[src/rtl/core/lbrs_pkg.sv]
`default_nettype none
package lbrs_pkg;
   localparam int IN_FRAC_BITS  = 16;
   localparam int OUT_FRAC_BITS = 24;
   localparam int OP_W   = 32;
   localparam int OUT_W  = 40;
   localparam int WORK_W = 48;
   localparam int STEP_W = OUT_FRAC_BITS + 1;
   localparam int CNT_W  = 6;
   localparam logic [OP_W-1:0] BASE_RESET = 32'd178145;
   localparam logic [WORK_W-1:0] ONE_W = WORK_W'(1) << IN_FRAC_BITS;
   localparam logic [0:0] REG_LOG_BASE = 1'b0;

   typedef enum logic [2:0] {
      ST_IDLE, ST_RECIP, ST_CHECK, ST_DIV, ST_SQRT, ST_DONE
   } state_type;

   typedef struct packed {
      logic [OUT_W-1:0] log_value;
      logic             saturated;
      logic             domain_error;
   } rsp_type;
endpackage
`default_nettype wire

[src/rtl/core/lbrs_if.sv]
`default_nettype none
interface lbrs_req_if;
   logic        valid;
   logic        ready;
   logic [31:0] operand;
   modport source (output valid, output operand, input ready);
   modport sink (input valid, input operand, output ready);
endinterface

interface lbrs_rsp_if;
   logic        valid;
   logic        ready;
   logic [39:0] log_value;
   logic        saturated;
   logic        domain_error;
   modport source (output valid, output log_value, output saturated, output domain_error,
      input ready);
   modport sink (input valid, input log_value, input saturated, input domain_error,
      output ready);
endinterface
`default_nettype wire

[src/rtl/core/lbrs_divsqrt.sv]
`default_nettype none
// Shared radix-2 restoring unit: division (one quotient bit a cycle) or
// integer square root (one root bit a cycle).
module lbrs_divsqrt (
   input  wire logic                      clock,
   input  wire logic                      reset,
   input  wire logic                      start,
   input  wire logic                      is_sqrt,
   input  wire logic [lbrs_pkg::WORK_W-1:0] num,
   input  wire logic [lbrs_pkg::WORK_W-1:0] den,
   output logic                           done,
   output logic [lbrs_pkg::WORK_W-1:0]    result
);
   import lbrs_pkg::*;
   localparam int N_W = 2 * WORK_W;

   logic [N_W-1:0]    num_ff, num_in;
   logic [WORK_W+1:0] rem_ff, rem_in;
   logic [WORK_W-1:0] quo_ff, quo_in, den_ff, den_in;
   logic [6:0]        cnt_ff, cnt_in;
   logic              busy_ff, busy_in, sq_ff, sq_in;
   logic [WORK_W+1:0] trial, diff;
   logic [WORK_W+1:0] shifted;

   // one step of the recurrence
   always_comb begin
      if (sq_ff) begin
         shifted = {rem_ff[WORK_W-1:0], num_ff[N_W-1 -: 2]};
         trial   = {quo_ff, 2'b01};
      end else begin
         shifted = {rem_ff[WORK_W:0], num_ff[N_W-1]};
         trial   = {2'b00, den_ff};
      end
      diff = shifted - trial;
   end

   always_comb begin
      num_in = num_ff; rem_in = rem_ff; quo_in = quo_ff; den_in = den_ff;
      cnt_in = cnt_ff; busy_in = busy_ff; sq_in = sq_ff;
      if (start) begin
         busy_in = 1'b1; sq_in = is_sqrt; rem_in = '0; quo_in = '0; den_in = den;
         // division: numerator num<<FRAC; sqrt: radicand num<<FRAC, 2 bits a step
         num_in = {num, {WORK_W{1'b0}}} >> (WORK_W - IN_FRAC_BITS);
         cnt_in = is_sqrt ? 7'(N_W / 2) : 7'(N_W);
      end else if (busy_ff) begin
         num_in = sq_ff ? {num_ff[N_W-3:0], 2'b00} : {num_ff[N_W-2:0], 1'b0};
         if (shifted >= trial) begin
            rem_in = diff; quo_in = {quo_ff[WORK_W-2:0], 1'b1};
         end else begin
            rem_in = shifted; quo_in = {quo_ff[WORK_W-2:0], 1'b0};
         end
         cnt_in = cnt_ff - 7'd1;
         if (cnt_ff == 7'd1) busy_in = 1'b0;
      end
   end

   always_ff @(posedge clock) begin
      if (reset) begin
         busy_ff <= 1'b0; cnt_ff <= '0;
      end else begin
         busy_ff <= busy_in; cnt_ff <= cnt_in;
      end
      num_ff <= num_in; rem_ff <= rem_in; quo_ff <= quo_in; den_ff <= den_in; sq_ff <= sq_in;
   end

   assign done   = busy_ff && (cnt_ff == 7'd1) && !start;
   assign result = quo_in;
endmodule
`default_nettype wire

[src/rtl/core/log_by_repeated_square_root_core.sv]
`default_nettype none
// Run time depends on the data. Each division and each square root is a check state
// followed by a bit-serial run on the one shared unit; a reciprocal adds a division
// run. Worst case is the smallest base, where up to 32768 divisions run before the
// result saturates. One item at a time.
// Result register lets the next operand enter while a result waits.
// Reset (synchronous, active high) clears control and sets log_base to e.
module log_by_repeated_square_root_core (
   input  wire logic clock,
   input  wire logic reset,
   lbrs_req_if.sink  req,
   lbrs_rsp_if.source rsp,
   input  wire logic        csr_psel,
   input  wire logic        csr_penable,
   input  wire logic        csr_pwrite,
   input  wire logic [2:0]  csr_paddr,
   input  wire logic [31:0] csr_pwdata,
   output logic [31:0]      csr_prdata,
   output logic             csr_pready
);
   import lbrs_pkg::*;

   state_type st_ff, st_in;
   logic [OP_W-1:0]   base_ff, base_in;
   logic [WORK_W-1:0] w_ff, w_in, s_ff, s_in;
   logic [STEP_W-1:0] step_ff, step_in;
   logic [OUT_W-1:0]  mag_ff, mag_in;
   logic neg_ff, neg_in, sat_ff, sat_in, dom_ff, dom_in;
   rsp_type out_ff, out_in;
   logic ov_ff, ov_in;
   logic du_start, du_sqrt, du_done;
   logic [WORK_W-1:0] du_num, du_den, du_res;
   logic [OUT_W-1:0] lim, mag_sum;

   assign csr_pready = 1'b1;
   assign csr_prdata = (csr_paddr[2] == REG_LOG_BASE) ? base_ff : 32'd0;
   assign base_in = (csr_psel && csr_penable && csr_pwrite && csr_paddr[2] == REG_LOG_BASE)
                    ? csr_pwdata : base_ff;

   lbrs_divsqrt u_du (.clock, .reset, .start(du_start), .is_sqrt(du_sqrt),
      .num(du_num), .den(du_den), .done(du_done), .result(du_res));

   assign lim     = neg_ff ? (OUT_W'(1) << (OUT_W-1)) : ((OUT_W'(1) << (OUT_W-1)) - OUT_W'(1));
   assign mag_sum = mag_ff + OUT_W'(step_ff);

   // next state
   always_comb begin
      st_in = st_ff;
      unique case (st_ff)
         ST_IDLE: if (req.valid) st_in = (req.operand == '0) ? ST_DONE :
                     (WORK_W'(req.operand) < ONE_W) ? ST_RECIP : ST_CHECK;
         ST_RECIP: if (du_done) st_in = ST_CHECK;
         ST_CHECK: begin
            if (w_ff == ONE_W || s_ff <= ONE_W || step_ff == '0) st_in = ST_DONE;
            else if (w_ff >= s_ff) st_in = (mag_sum > lim) ? ST_DONE : ST_DIV;
            else st_in = ST_SQRT;
         end
         ST_DIV, ST_SQRT: if (du_done) st_in = ST_CHECK;
         ST_DONE: if (!ov_ff || rsp.ready) st_in = ST_IDLE;
         default: st_in = ST_IDLE;
      endcase
   end

   // datapath and outputs
   always_comb begin
      w_in = w_ff; s_in = s_ff; step_in = step_ff; mag_in = mag_ff;
      neg_in = neg_ff; sat_in = sat_ff; dom_in = dom_ff;
      out_in = out_ff; ov_in = ov_ff;
      du_start = 1'b0; du_sqrt = 1'b0; du_num = w_ff; du_den = s_ff;
      req.ready = 1'b0;
      if (ov_ff && rsp.ready) ov_in = 1'b0;
      unique case (st_ff)
         ST_IDLE: begin
            req.ready = 1'b1;
            w_in = WORK_W'(req.operand); s_in = WORK_W'(base_ff);
            step_in = STEP_W'(1) << OUT_FRAC_BITS; mag_in = '0; sat_in = 1'b0;
            dom_in = (req.operand == '0);
            neg_in = (req.operand != '0) && (WORK_W'(req.operand) < ONE_W);
            if (req.valid && neg_in) begin
               // 2^(2F)/x = (2^F << F)/x
               du_start = 1'b1; du_num = ONE_W; du_den = WORK_W'(req.operand);
            end
         end
         ST_RECIP: if (du_done) w_in = du_res;
         ST_CHECK: begin
            if (!(w_ff == ONE_W || s_ff <= ONE_W || step_ff == '0)) begin
               if (w_ff >= s_ff) begin
                  if (mag_sum > lim) begin
                     mag_in = lim; sat_in = 1'b1;
                  end else begin
                     du_start = 1'b1; mag_in = mag_sum;
                  end
               end else begin
                  du_start = 1'b1; du_sqrt = 1'b1; du_num = s_ff; step_in = step_ff >> 1;
               end
            end
         end
         ST_DIV: if (du_done) w_in = du_res;
         ST_SQRT: if (du_done) s_in = du_res;
         ST_DONE: begin
            if (!ov_ff || rsp.ready) begin
               ov_in = 1'b1;
               out_in.log_value    = dom_ff ? '0 : (neg_ff ? -mag_ff : mag_ff);
               out_in.saturated    = sat_ff;
               out_in.domain_error = dom_ff;
            end
         end
         default: ;
      endcase
   end

   always_ff @(posedge clock) begin
      if (reset) begin
         st_ff <= ST_IDLE; ov_ff <= 1'b0; base_ff <= BASE_RESET;
      end else begin
         st_ff <= st_in; ov_ff <= ov_in; base_ff <= base_in;
      end
      w_ff <= w_in; s_ff <= s_in; step_ff <= step_in; mag_ff <= mag_in;
      neg_ff <= neg_in; sat_ff <= sat_in; dom_ff <= dom_in; out_ff <= out_in;
   end

   assign rsp.valid        = ov_ff;
   assign rsp.log_value    = out_ff.log_value;
   assign rsp.saturated    = out_ff.saturated;
   assign rsp.domain_error = out_ff.domain_error;
endmodule
`default_nettype wire

[src/flat_wrapper.sv]
// flat-port wrapper written by rule: the top's interface ports become plain ports
module log_by_repeated_square_root_core_flat import lbrs_pkg::*;
  (clock, reset, csr_psel, csr_penable, csr_pwrite, csr_paddr, csr_pwdata, csr_prdata, csr_pready, req_valid, req_operand, req_ready, rsp_valid, rsp_log_value, rsp_saturated, rsp_domain_error, rsp_ready);
  lbrs_req_if req_i ();
  lbrs_rsp_if rsp_i ();
  input  wire logic clock;
  input  wire logic reset;
  input  wire logic csr_psel;
  input  wire logic csr_penable;
  input  wire logic csr_pwrite;
  input  wire logic [2:0] csr_paddr;
  input  wire logic [31:0] csr_pwdata;
  output logic [31:0] csr_prdata;
  output logic csr_pready;
  input wire logic [$bits(req_i.valid)-1:0] req_valid;
  input wire logic [$bits(req_i.operand)-1:0] req_operand;
  output wire logic [$bits(req_i.ready)-1:0] req_ready;
  output wire logic [$bits(rsp_i.valid)-1:0] rsp_valid;
  output wire logic [$bits(rsp_i.log_value)-1:0] rsp_log_value;
  output wire logic [$bits(rsp_i.saturated)-1:0] rsp_saturated;
  output wire logic [$bits(rsp_i.domain_error)-1:0] rsp_domain_error;
  input wire logic [$bits(rsp_i.ready)-1:0] rsp_ready;
  assign req_i.valid = req_valid;
  assign req_i.operand = req_operand;
  assign req_ready = req_i.ready;
  assign rsp_valid = rsp_i.valid;
  assign rsp_log_value = rsp_i.log_value;
  assign rsp_saturated = rsp_i.saturated;
  assign rsp_domain_error = rsp_i.domain_error;
  assign rsp_i.ready = rsp_ready;
  log_by_repeated_square_root_core u_core (.clock(clock), .reset(reset), .req(req_i), .rsp(rsp_i), .csr_psel(csr_psel), .csr_penable(csr_penable), .csr_pwrite(csr_pwrite), .csr_paddr(csr_paddr), .csr_pwdata(csr_pwdata), .csr_prdata(csr_prdata), .csr_pready(csr_pready));
endmodule
[config.mk]
export PLATFORM = sky130hd
export DESIGN_NAME = log_by_repeated_square_root_core_flat
export DESIGN_NICKNAME = d
export VERILOG_FILES = /design/src/rtl/core/lbrs_pkg.sv /design/src/rtl/core/lbrs_if.sv /design/src/rtl/core/lbrs_divsqrt.sv /design/src/rtl/core/log_by_repeated_square_root_core.sv /design/src/flat_wrapper.sv
export SDC_FILE = /design/constraint.sdc
export NUM_CORES = 1
export LEC_CHECK = 0
export BUFFER_PORTS_ARGS = -buffer_cell sky130_fd_sc_hd__buf_2
export CAP_MARGIN = 20
export CORE_MARGIN = 4
export CORE_UTILIZATION = 25
export DETAILED_ROUTE_END_ITERATION = 16
export PLACE_DENSITY = 0.45
export SKIP_LAST_GASP = 1
export SLEW_MARGIN = 20
export SYNTH_ARGS = -nofsm -noshare
export SYNTH_HDL_FRONTEND = slang
export SYNTH_HIERARCHICAL = 1
export SYNTH_SLANG_ARGS = --single-unit
[constraint.sdc]
create_clock -name clock -period 31.8 [get_ports clock]
set_input_delay 1.59 -clock clock [delete_from_list [all_inputs] [get_ports clock]]
set_output_delay 1.59 -clock clock [all_outputs]
set_load 0.05 [all_outputs]
; Word level (Yosys, flattened, before mapping)
; Index checks and enable logic that the tools add are counted.
[word_totals]
register_bits = 492
latchBits = 0
ram_bits = 0
mem_bits_ro = 0
input_bits = 74
out_inout_bits = 77
wordCells = 136
memories = 0
[classes]
add_sub_neg = 4
n_mul = 0
div = 0
order_cmp = 5
eq_ne = 16
shifts = 0
mux = 59
n_bitwise = 1
n_reduce_logical = 30
[op_table]
columns = cell, count
row1 = 48-bit 2-to-1 mux, 8
row2 = 48-bit one-hot mux with 2 select lines, 3
row3 = 40-bit 2-to-1 mux, 5
row4 = 64-bit 2-to-1 mux, 2
row5 = 50-bit 2-to-1 mux, 2
row6 = 96-bit 2-to-1 mux, 1
row7 = 40-bit one-hot mux with 2 select lines, 1
row8 = 50-bit >= comparator, 1
row9 = 25-bit 2-to-1 mux, 2
row10 = 25-bit one-hot mux with 2 select lines, 1
row11 = 49-bit 2-to-1 mux, 1
row12 = 49-bit subtractor, 1
row13 = "48-bit by 17-bit equality test with 1-bit output, second input constant", 1
row14 = 48-bit >= comparator, 1
row15 = "48-bit by 17-bit less-or-equal comparator with 1-bit output, second input constant", 1
row16 = 40-bit by 25-bit adder with 40-bit output, 1
row17 = 40-bit greater-than comparator, 1
row18 = 40-bit negator, 1
row19 = 32-bit logical NOT, 1
row20 = "32-bit by 17-bit < comparator with 1-bit output, second input constant", 1
row21 = 32-bit 2-to-1 mux, 1
row22 = 32-bit nonzero test, 1
row23 = 25-bit logical NOT, 1
row24 = 3-bit 2-to-1 mux, 7
row25 = 23 further kinds, 69

; Depth between registers and ports, before layout
[logic_depth]
depth_word = 10
depth_mapped = 28
mapped_depth_nobuf = 25

; By module
; Netlist, hierarchy kept.
[by_module_without_submodules]
columns = mod, n_inst, cells_per_inst, area_per_inst_um2, seq_area_each_um2
row1 = log_by_repeated_square_root_core, 1, 1579, 15310.9, 6906.6
row2 = lbrs_divsqrt, 1, 1426, 13574.3, 5655.4

; Worst setup path before layout
; OpenSTA, ideal clock, no wires.
[synth_path]
kind = reg-to-reg
start = register u_core.mag_ff[16]
end = register u_core.s_ff[0], enable pin
setup_ns = 0.523
t_arrival_ns = 9.564
t_required_ns = 31.277
slack_ns = 21.713
stages_incl_launch_ff = 26
n_path_buf = 3
period_less_slack_ns = 10.087
cell_sequence = edfxtp_1 -> ha_1 -> a21o_1 -> a21o_1 -> a21oi_1 -> nand3_1 -> a2111oi_2 -> nor3_1 -> xnor2_1 -> inv_1 -> ha_1 -> nand4_1 -> nor4_1 -> nand3_1 -> a21oi_1 -> a211oi_1 -> nand2b_1 -> and2_1 -> clkbuf_1 -> a211o_1 -> clkbuf_1 -> clkbuf_1 -> nand2b_1 -> nor2_1 -> nand2b_1 -> nor3b_1
[synth_via]
elab_chain_len = 10
[synth_rtl]
columns = element, line_no
row1 = "start, declared", log_by_repeated_square_root_core.sv:27  ; logic [OUT_W-1:0] mag_ff, mag_in;
row2 = "start signal, assigned", log_by_repeated_square_root_core.sv:118  ; w_ff <= w_in; s_ff <= s_in; step_ff <= step_in; mag_ff <= mag_in;
row3 = 40-bit by 25-bit adder with 40-bit output, log_by_repeated_square_root_core.sv:44  ; assign mag_sum = mag_ff + OUT_W'(step_ff);
row4 = 40-bit greater-than comparator, log_by_repeated_square_root_core.sv:88  ; if (mag_sum > lim) begin
row5 = 1-bit 2-to-1 mux, log_by_repeated_square_root_core.sv:88
row6 = 1-bit 2-to-1 mux, log_by_repeated_square_root_core.sv:87  ; if (w_ff >= s_ff) begin
row7 = 1-bit 2-to-1 mux, log_by_repeated_square_root_core.sv:86  ; if (!(w_ff == ONE_W || s_ff <= ONE_W || step_ff == '0)) begin
row8 = 1-bit one-hot mux with 2 select lines, log_by_repeated_square_root_core.sv:72  ; unique case (st_ff)
row9 = named net u_core.du_start, log_by_repeated_square_root_core.sv:31  ; logic du_start, du_sqrt, du_done;
row10 = 1-bit logical NOT, lbrs_divsqrt.sv:66  ; assign done = busy_ff && (cnt_ff == 7'd1) && !start;
row11 = 1-bit logical AND, lbrs_divsqrt.sv:66
row12 = named net u_core.du_done, log_by_repeated_square_root_core.sv:31
row13 = 2-bit by 1-bit inequality test with 1-bit output (no line), --
row14 = 2-bit AND reduction (no line), --
row15 = "end signal, assigned", log_by_repeated_square_root_core.sv:118
row16 = "end, declared", log_by_repeated_square_root_core.sv:25  ; logic [WORK_W-1:0] w_ff, w_in, s_ff, s_in;
; The timed path passes the listed nets, and every way through them passes these cells.
; A chain may end at the register's enable or synchronous reset.

; Worst setup path in the final report
[layout_path]
start = register u_core.mag_ff[7]
end = register u_core.u_du.num_ff[20], enable pin
[layout_via]
elab_chain_len = 7
[layout_rtl]
columns = element, line_no
row1 = 40-bit by 25-bit adder with 40-bit output, log_by_repeated_square_root_core.sv:44
row2 = 40-bit greater-than comparator, log_by_repeated_square_root_core.sv:88
row3 = 1-bit 2-to-1 mux, log_by_repeated_square_root_core.sv:88
row4 = 1-bit 2-to-1 mux, log_by_repeated_square_root_core.sv:87
row5 = 1-bit 2-to-1 mux, log_by_repeated_square_root_core.sv:86
row6 = 1-bit one-hot mux with 2 select lines, log_by_repeated_square_root_core.sv:72
row7 = named net u_core.du_start, log_by_repeated_square_root_core.sv:31
row8 = 2-bit nonzero test (no line), --
row9 = "end signal, assigned", lbrs_divsqrt.sv:63  ; num_ff <= num_in; rem_ff <= rem_in; quo_ff <= quo_in; den_ff <= den_in; sq_ff <= sq_in;
row10 = "end, declared", lbrs_divsqrt.sv:17  ; logic [N_W-1:0] num_ff, num_in;
; The timed path passes the listed nets, and every way through them passes these cells.

==> results.toml <==
[sta]
maxSlewHeadroom_pct = 25.95
fin_skew_ns = 0.03917
fin_crit_ns = 8.037
worstMarginPinSlew_ns = 1.111
holdWs_ns = 0.4197
max_freq_mhz = 124.4
post-route-period-util_pct = 25.27
timing.setup.tns_ns = 0
rsz0062_at_grt = "false"
hold_violations = 0
slew_viol_final = 0
setup_violations = 0

[detailed_routing]
drt_iter0_drc = 1312
firstDrtPassIters = 5
drc = 0
ant_nets = 0
vias_per_cell = 4.740
wire_per_inst_um = 18.55
via_count = 21960
drt_wl_total_um = 85920

[clock_tree]
postCtsSetupRepairBufs = 0
clock_path_buffers = 3
numCtsBuffers = 56
ctsResizeCount = 0
clock_sinks = 476
cts_hold_buf = 0
cts_root_buffer = "clkbuf_16"
cts_tree = "yes"
path_clk_slew_ns = 0.07
clk-insertion-delay-late_ns = 0.65
htreeDepth = 2

[logic_synthesis]
syn_inst = 3005
synth.avg_cell_area_um2 = 9.612
synth_edf_count = 303
synthArstFlopShare_pct = 0
ys_ff_latch = 476
ys_warn_count = 6
syn-num-nets = 3247
synth.distinct_cells = 86
synth_seq_area_share_pct = 43.49
synthFlopType = "edfxtp_1"
synth_area_um2 = 28890

[floorplan]
num_rows = 124
start_util_pct = 25.23
io_pins = 151
die_height_um = 347.9
core_um2 = 114500
fp.dieW_um = 347.9
die_area_um2 = 121000

[worst_setup_path]
worst_setup_path_end_kind = "flop"
cp.arrival_ns = 8.29
worstPathCellList = "ha_1 -> a2111oi_0 -> inv_1 -> o211ai_1 -> a211oi_1 -> a2111oi_2 -> nor4_1 -> xor2_1 -> ha_1 -> nand4_1 -> nor4_1 -> nand3_1 -> or3_1 -> nand2b_1 -> and2_1 -> buf_4 -> a211o_4 -> buf_12 -> nor2_1 -> inv_2 -> buf_4"
critical_path_depth = 21
crit_family = "compound AO/OA/AOI/OAI gates"
r2r_cells = 21
crit_required_ns = 32.05
crit_path_start_kind = "flop"
crit_fanout = 149
path_buf_inv = 5
crit_type = "flop to flop"
max_stage_delay_ns = 0.89
cp_slowest_cell = "a2111oi_2"

[cells_and_area]
drive_gt1_share_pct = 14.16
stdcell_count = 4632
synthToLayoutAreaGrowth_pct = 14.36
nFillCells = 12170
layout.nets = 3309
final_cell_mix = "nand2_1, edfxtp_1, nor2_1, mux2i_1, o21ai_0"
layout_commonest_cell = "nand2_1"
fin_util_pct = 28.85

[global_routing]
grt-ovfl-total = 0
grt_first_pass_wirelength_um = 131700
antenna_found_initial = 3
grt_max_degree = 150
grt_pass1_vias = 21370
grt.total_usage_pct = 13.76

[worst_hold_path]
min_path_cells = 0
hold_path.class = "flop to flop"

[placement]
gp_congestion = 0.8344
dp.final_hpwl_um = 62530
placedCellCount = 4521
portBuffers = 147

[outcome]
status = "completed"

[pwr]
peakVddDrop_mv = 0.09798
power.density_nw_per_um2 = 123.9
p_total_uw = 4091
p_leak_uw = 0.01318

[run]
cap_violations = 0
## cells by family (layout without fill, tap and decap cells)
family / after synthesis / after routing / share of synthesized area (%)
adder cells (fa/ha/maj): 168 / 168 / 7.329
AO/OA/AOI/OAI: 652 / 652 / 14.19
AND/OR/NAND/NOR: 995 / 995 / 16.20
flip-flops: 476 / 476 / 43.49
multiplexers: 314 / 314 / 11.31
XOR/XNOR: 119 / 119 / 3.608
buffers and inverters: 280 / 389 / 3.859
other: 1 / 7 / 0.01298
## path summary, 6_finish.rpt
| kind | startpoint | end | slack [ns] |
|---|---|---|---|
| hold reg to reg | u_core/sat_ff | u_core/rsp.saturated | 0.42 |
| hold / removal | u_core/sat_ff | u_core/rsp.saturated | 0.42 |
| setup / recovery | u_core/mag_ff[7] | u_core/u_du/num_ff[20] | 23.76 |
| setup reg to reg | u_core/mag_ff[7] | u_core/u_du/num_ff[20] | 23.76 |
## worst register-to-register path, cell delays in order, from the launching register on
cell and delay, ns:
edfxtp_1 0.49, ha_1 0.39, a2111oi_0 0.43, inv_1 0.10, o211ai_1 0.41, a211oi_1 0.16, a2111oi_2 0.89, nor4_1 0.16
xor2_1 0.21, ha_1 0.32, nand4_1 0.15, nor4_1 0.53, nand3_1 0.20, or3_1 0.40, nand2b_1 0.10, and2_1 0.12
buf_4 0.32, a211o_4 0.65, buf_12 0.62, nor2_1 0.28, inv_2 0.09, buf_4 0.49
## layout make-up
class | instances | area, µm² | area share, %
tap | 1512 | 1892 | 5.727
sequential | 476 | 12570 | 38.04
clock buffer | 77 | 1603 | 4.852
antenna | 6 | 15.01 | 0.04545
multi-input combinational | 2249 | 15260 | 46.21
timing repair buffer | 177 | 998.5 | 3.023
clock inverter | 28 | 292.8 | 0.8863
inverter | 107 | 401.6 | 1.216
## sequential cells by signal, summed over array words and instances, names as in the netlist, 3 cells and up
register              count
u_core/u_du/num_ff       80
u_core/u_du/rem_ff       49
u_core/s_ff              48
u_core/u_du/den_ff       48
u_core/u_du/quo_ff       48
u_core/w_ff              48
u_core/mag_ff            40
u_core/rsp.log_value     40
u_core/base_ff           32
u_core/step_ff           25
u_core/u_du/cnt_ff        7
u_core/st_ff              3
## Yosys cell counts, types with 14 or more instances
library cell / instances / share of area (%)
nand2_1: 348 / 4.5
edfxtp_1: 303 / 31
nor2_1: 266 / 3.5
mux2i_1: 215 / 7.5
o21ai_0: 210 / 3.6
a21oi_1: 183 / 3.2
dfxtp_1: 173 / 12
ha_1: 166 / 7.2
clkbuf_1: 121 / 1.6
inv_1: 106 / 1.4
mux2_2: 99 / 3.9
xor2_1: 66 / 2.0
a211oi_1: 57 / 1.5
xnor2_1: 53 / 1.6
nor2b_1: 51 / 1.1
nand3_1: 47 / 0.81
nor3_1: 47 / 0.81
nor4_1: 46 / 1.0
and2_1: 41 / 0.89
a21o_1: 38 / 0.99
nand4_1: 36 / 0.78
and3_1: 32 / 0.69
a21bo_2: 28 / 0.97
buf_1: 25 / 0.32
buf_2: 20 / 0.35
o31ai_1: 16 / 0.42
or3_1: 16 / 0.35
a31oi_1: 14 / 0.30
nand2b_1: 14 / 0.30
## power by group
group | leakage [µW] | internal, µW | switching (µW)
combinational | 0.00778 | 839 | 1410
clock | 0.000922 | 387 | 278
sequential | 0.00448 | 999 | 180
## through the flow
| step | instance area [µm²] | setup WS, ns |
|---|---|---|
| after global routing | 33020 | 22.97 |
| after floorplan | 28890 | 21.71 |
| after CTS | 33020 | 23.52 |
| after global placement | 31120 | 23.73 |
| final | 33030 | 23.76 |
| after detailed placement | 31120 | 23.60 |
## layer usage
metal | up-vias | GRT usage (%) | routed length (µm)
li1 | 11020 | - | -
met5 | - | 0 | 13
met4 | 2 | 3.598 | 2040
met2 | 335 | 21.60 | 37870
met3 | 98 | 1.666 | 3106
met1 | 10500 | 20.02 | 42890
Power figures use the tool's default switching activity.
